[src/itoa_pkg.sv]
// Shared constants and helpers for the signed integer to decimal text converter.
// Used by signed_int_to_decimal_ascii_top and by itoa_chk; depends on nothing else.
package itoa_pkg;

  localparam logic [7:0] CHAR_ZERO  = 8'h30;
  localparam logic [7:0] CHAR_MINUS = 8'h2D;

  // Number of decimal digits in 2^(w-1), the largest magnitude of a w-bit value.
  function automatic int digit_count(input int w);
    longint unsigned v;
    int n;
    v = 64'd1 << (w - 1);
    n = 0;
    for (int i = 0; i < 20; i++) begin
      if (v != 64'd0) begin
        v = v / 64'd10;
        n = n + 1;
      end
    end
    return n;
  endfunction

endpackage

[src/signed_int_to_decimal_ascii_top.sv]
// Signed integer to decimal ASCII converter: a magnitude stage, a pipelined
// shift-and-add-3 binary to BCD converter and a character serializer.
// Depends on itoa_pkg.
//
//   channel | ports                          | one word carries
//   --------+--------------------------------+------------------------------
//   input   | in_valid, in_ready, in_value   | one signed integer
//   output  | out_valid, out_ready,          | one ASCII character, with last
//           | out_char_code, out_last        | set on the final one
//
// A word reaches the serializer after 1 + NS register stages (5 at 32 bits).
// The serializer emits one character per cycle while out_ready is high; an integer
// has 1 to 11 characters at 32 bits. The serializer loads the next integer in the
// cycle its last character leaves. Reset is synchronous and clears all valid bits;
// a stall holds each full stage whose successor is full, so empty stages still fill.
module signed_int_to_decimal_ascii_top #(
  parameter int VALUE_WIDTH = 32
) (
  input  logic                          clk,
  input  logic                          rst_n,
  input  logic                          in_valid,
  output logic                          in_ready,
  input  logic signed [VALUE_WIDTH-1:0] in_value,
  output logic                          out_valid,
  input  logic                          out_ready,
  output logic [7:0]                    out_char_code,
  output logic                          out_last
);

  localparam int W     = VALUE_WIDTH;
  localparam int ND    = itoa_pkg::digit_count(VALUE_WIDTH);
  localparam int BW    = 4 * ND;
  localparam int IW    = $clog2(ND);
  localparam int NS    = ((W + 7) / 8 < 3) ? 3 : (W + 7) / 8;
  localparam int STEPS = (W + NS - 1) / NS;

  logic [W-1:0]  bin_r [0:NS];
  logic [BW-1:0] bcd_r [1:NS];
  logic [NS:0]   neg_r;
  logic [NS:0]   v_r;
  logic [NS+1:0] rdy;

  logic          busy_r;
  logic          sign_r;
  logic [IW-1:0] idx_r;
  logic [BW-1:0] digits_r;
  logic [IW-1:0] msd;
  logic          load;
  logic [3:0]    cur_digit;

  assign in_ready = rdy[0];

  for (genvar s = 0; s <= NS; s++) begin : g_rdy
    assign rdy[s] = !v_r[s] || rdy[s+1];
  end

  always_ff @(posedge clk) begin
    if (!rst_n) begin
      v_r[0] <= 1'b0;
    end else if (rdy[0]) begin
      v_r[0] <= in_valid;
    end
    if (rdy[0] && in_valid) begin
      neg_r[0] <= in_value[W-1];
      bin_r[0] <= in_value[W-1] ? (~in_value + 1'b1) : in_value;
    end
  end

  for (genvar s = 1; s <= NS; s++) begin : g_dd
    logic [BW-1:0] bcd_in;
    logic [W-1:0]  bin_c;
    logic [BW-1:0] bcd_c;

    if (s == 1) begin : g_first
      assign bcd_in = '0;
    end else begin : g_rest
      assign bcd_in = bcd_r[s-1];
    end

    always_comb begin
      bin_c = bin_r[s-1];
      bcd_c = bcd_in;
      for (int j = 0; j < STEPS; j++) begin
        if ((s - 1) * STEPS + j < W) begin
          for (int d = 0; d < ND; d++) begin
            if (bcd_c[4*d +: 4] >= 4'd5) begin
              bcd_c[4*d +: 4] = bcd_c[4*d +: 4] + 4'd3;
            end
          end
          bcd_c = {bcd_c[BW-2:0], bin_c[W-1]};
          bin_c = {bin_c[W-2:0], 1'b0};
        end
      end
    end

    always_ff @(posedge clk) begin
      if (!rst_n) begin
        v_r[s] <= 1'b0;
      end else if (rdy[s]) begin
        v_r[s] <= v_r[s-1];
      end
      if (rdy[s] && v_r[s-1]) begin
        bin_r[s] <= bin_c;
        bcd_r[s] <= bcd_c;
        neg_r[s] <= neg_r[s-1];
      end
    end
  end

  always_comb begin
    msd = '0;
    for (int d = 0; d < ND; d++) begin
      if (bcd_r[NS][4*d +: 4] != 4'd0) begin
        msd = IW'(d);
      end
    end
  end

  assign rdy[NS+1] = !busy_r || (out_ready && out_last);
  assign load      = rdy[NS+1] && v_r[NS];

  always_ff @(posedge clk) begin
    if (!rst_n) begin
      busy_r <= 1'b0;
      sign_r <= 1'b0;
      idx_r  <= '0;
    end else if (load) begin
      busy_r   <= 1'b1;
      sign_r   <= neg_r[NS];
      idx_r    <= msd;
      digits_r <= bcd_r[NS];
    end else if (out_valid && out_ready) begin
      if (out_last) begin
        busy_r <= 1'b0;
      end else if (sign_r) begin
        sign_r <= 1'b0;
      end else begin
        idx_r <= idx_r - 1'b1;
      end
    end
  end

  assign cur_digit     = digits_r[4*idx_r +: 4];
  assign out_valid     = busy_r;
  assign out_char_code = sign_r ? itoa_pkg::CHAR_MINUS : (itoa_pkg::CHAR_ZERO + {4'd0, cur_digit});
  assign out_last      = !sign_r && (idx_r == '0);

endmodule

[config.mk]
export PLATFORM = sky130hd
export DESIGN_NAME = signed_int_to_decimal_ascii_top
export DESIGN_NICKNAME = d
export VERILOG_FILES = /design/src/itoa_pkg.sv /design/src/signed_int_to_decimal_ascii_top.sv
export SDC_FILE = /design/constraint.sdc
export NUM_CORES = 1
export LEC_CHECK = 0
export ABC_AREA = 1
export BUFFER_PORTS_ARGS = -buffer_cell sky130_fd_sc_hd__buf_2
export CAP_MARGIN = 15
export CORE_ASPECT_RATIO = 1.5
export CORE_MARGIN = 1
export CORE_UTILIZATION = 40
export CTS_BUF_LIST = sky130_fd_sc_hd__clkbuf_8
export DETAILED_ROUTE_END_ITERATION = 12
export PLACE_DENSITY_LB_ADDON = 0.25
export SLEW_MARGIN = 20
export SYNTH_ARGS = -nofsm -noshare
export SYNTH_HDL_FRONTEND = slang
export SYNTH_SLANG_ARGS = --single-unit
export TNS_END_PERCENT = 30
[constraint.sdc]
create_clock -name clk -period 7.55 [get_ports clk]
set_input_delay 0.755 -clock clk [delete_from_list [all_inputs] [get_ports clk]]
set_output_delay 0.755 -clock clk [all_outputs]
set_load 0.01 [all_outputs]
==> impl_metrics.py <==
metrics = {
    "status": {
        "outcome": "complete, no violations",
    },
    "logic_synthesis": {
        "yosysTopAreaCell": "edfxtp_1",
        "async_flop_share": 0,
        "netlist_top_cells_area": "edfxtp_1 (28%), nand2_1 (17%), inv_1 (9.0%), nand3_1 (7.2%), ha_1 (7.1%)",
        "synthTopCellsByCount": "nand2_1 (1115), inv_1 (580), nand3_1 (349), edfxtp_1 (227), nand2_2 (220)",
        "ys_seq_area_frac": 0.291,
        "yosysMostFrequentCell": "nand2_1",
        "syn-instance-count": 3468,
        "syn_area_um2": 24200,
        "yosysUniqueCellTypes": 58,
        "ys_seq_elements": 238,
        "synth_warnings": 0,
        "synth_top_area_share": 0.282,
        "synth_ff_type": "edfxtp_1",
        "synth_edf_count": 227,
        "synth.avg_cell_area_um2": 6.97,
    },
    "floorplanning": {
        "rows": 110,
        "fp.dieH_um": 303,
        "start_util": 0.404,
        "dieArea_um2": 61400,
        "io_pins": 47,
        "coreArea_um2": 59900,
        "die_w_um": 203,
    },
    "cts": {
        "clk_pin_slew_worst_paths_ns": 0.06,
        "clockBufferDepth": 3,
        "ctsResizeCount": 0,
        "ctsHoldBuffers": 0,
        "htreeDepth": 2,
        "cts_inserted_buffers": 44,
        "root_buffer": "clkbuf_8",
        "clock_latency_ns": 0.60,
        "cts_tree": "yes",
        "post_cts_buffers": 0,
        "cts.sinks": 238,
    },
    "timing": {
        "period_share": 0.814,
        "max_slew.worst_pin.slew_ns": 0.981,
        "max_slew_margin": 0.340,
        "finClkSkew_ns": 0.0348,
        "hold_viol": 0,
        "setup_viol": 0,
        "rsz0062_at_grt": "no",
        "final.setup.tns_ns": 0,
        "period_needed_ns": 6.15,
        "slew_violations": 0,
        "fmax_ghz": 0.163,
    },
    "worst_setup_path": {
        "cpMostUsedCell": "inv_1",
        "path_class": "flip-flop to flip-flop",
        "reg2reg_depth": 35,
        "critPathLaunchType": "flip-flop",
        "critPathCaptureType": "flip-flop",
        "slowest_delay_ns": 0.46,
        "path_max_fanout": 7,
        "required_ns": 7.87,
        "slowest_stage": "o21ai_0",
        "cp.arrival_ns": 6.47,
    },
    "detailed_routing": {
        "highest_layer": "met4",
        "dr_wl_met3_um": 907,
        "routed_wl_um": 45500,
        "met1_length_um": 16700,
        "wl_per_cell_um": 10.4,
        "drtPass1Iterations": 5,
        "route.met2.wl_um": 26600,
        "via_per_inst": 4.79,
        "drtIter0Drc": 425,
        "post-route-drc-count": 0,
        "drtAntennaViolNets": 0,
        "via_count": 20951,
    },
    "grt": {
        "grtUsageTotal": 0.153,
        "grt_max_degree": 42,
        "grt_pass1_wl_um": 80500,
        "grt_pass1_vias": 20107,
        "antenna_found_initial": 1,
        "overflow": 0,
    },
    "layout": {
        "fill_cells": 6262,
        "area_growth_pct": 8.84,
        "seq_area_um2": 7040,
        "final_layout_size_suffix_gt1_frac": 0.157,
        "nets": 3726,
        "postLayoutCoreUtil": 0.439,
        "multiInputGateArea_um2": 14800,
    },
    "placed_design": {
        "hpwlAfterDp_um": 37600,
        "io_buffers": 43,
        "gp_congestion": 0.832,
    },
    "worst_hold_path": {
        "hp-class": "flip-flop to flip-flop",
        "hold_depth": 0,
    },
    "job": {
        "max-cap-violations": 0,
    },
}
[critical path, delay by kind of cell, from the launching register on]
family                     cells  cell delay, ns
DFF                            1            0.42
adders and majority gates      4            0.75
AOI/OAI and AO/OA              7            1.84
buffers and inverters          7            0.70
and+or+nand+nor               16            1.98
xor gates and xnor gates       1            0.18
[metrics by stage]
| step | hold WS (ns) | instances | area [µm²] | setup WS [ns] |
|---|---|---|---|---|
| floorplan | 0.400 | 3469 | 24200 | 2.03 |
| global placement | 0.402 | 4290 | 25400 | 1.62 |
| detailed placement | 0.405 | 4290 | 25400 | 1.44 |
| CTS | 0.377 | 4371 | 26300 | 1.41 |
| global route | 0.387 | 4373 | 26300 | 0.621 |
| finish | 0.407 | 4373 | 26300 | 1.40 |
[final timing paths]
kind / end / startpoint / slack (ns)
worst max-delay path: bcd_r[0][97] / bcd_r[0][44] / 1.40
worst min-delay path: bin_r[0][80] / bin_r[0][40] / 0.41
worst max register to register: bcd_r[0][97] / bcd_r[0][44] / 1.40
worst min register to register: bin_r[0][80] / bin_r[0][40] / 0.41
[per-layer routing]
| metal | GRT usage | vias to the layer above |
|---|---|---|
| met5 | 0 | - |
| met4 | 0.0501 | 0 |
| met3 | 0.0198 | 69 |
| met2 | 0.339 | 127 |
| met1 | 0.135 | 9316 |
| li1 | - | 11439 |
[kinds of logic (layout without fill, tap and decap cells)]
group                    Yosys count  count (layout)  synth area share
multiplexers                       3               3           0.00124
flip-flops                       238             238             0.291
XOR/XNOR                         109             109            0.0474
adder cells (fa/ha/maj)          137             137            0.0709
AND/OR/NAND/NOR                 2064            2064             0.413
buffers and inverters            622             741            0.0971
AO/OA/AOI/OAI                    293             293            0.0787
other                              2               4          0.000311
[state kept, by name (all words and copies together), names as in the netlist]
| name | count |
|---|---|
| idx_r | 4 |
| bcd_r | 102 |
| v_r | 5 |
| out_valid | 1 |
| bin_r | 80 |
| sign_r | 1 |
| digits_r | 40 |
| neg_r | 5 |
[cell type report]
type	count	area share
multi-input cells	2609	0.563
flip-flops and latches	238	0.267
inverters	611	0.0872
well taps	784	0.0373
clock buffers	46	0.0241
repair buffers	49	0.0107
clock inverters	35	0.0101
diodes	1	0.0000951
[placed cells by master (no fill, tap or decap), types with 14 or more instances in the layout]
cell type     n
nand2_2     220
inv_2        29
nor2_1       91
xor2_1       68
a21o_1       32
nand2_4      16
nand2_1    1115
nand3_2      91
inv_1       594
a21oi_1      39
o22ai_1      14
o21ai_2      38
xnor2_1      23
edfxtp_1    227
nand4_1     101
ha_1        137
nand3_1     349
o21ai_0      92
o21ai_1      24
buf_2        43
and2_1       25
clkbuf_8     46
Power is left out: the tool's default activity adds up to more than one toggle a clock period on the data nets, which glitch-free logic cannot reach.
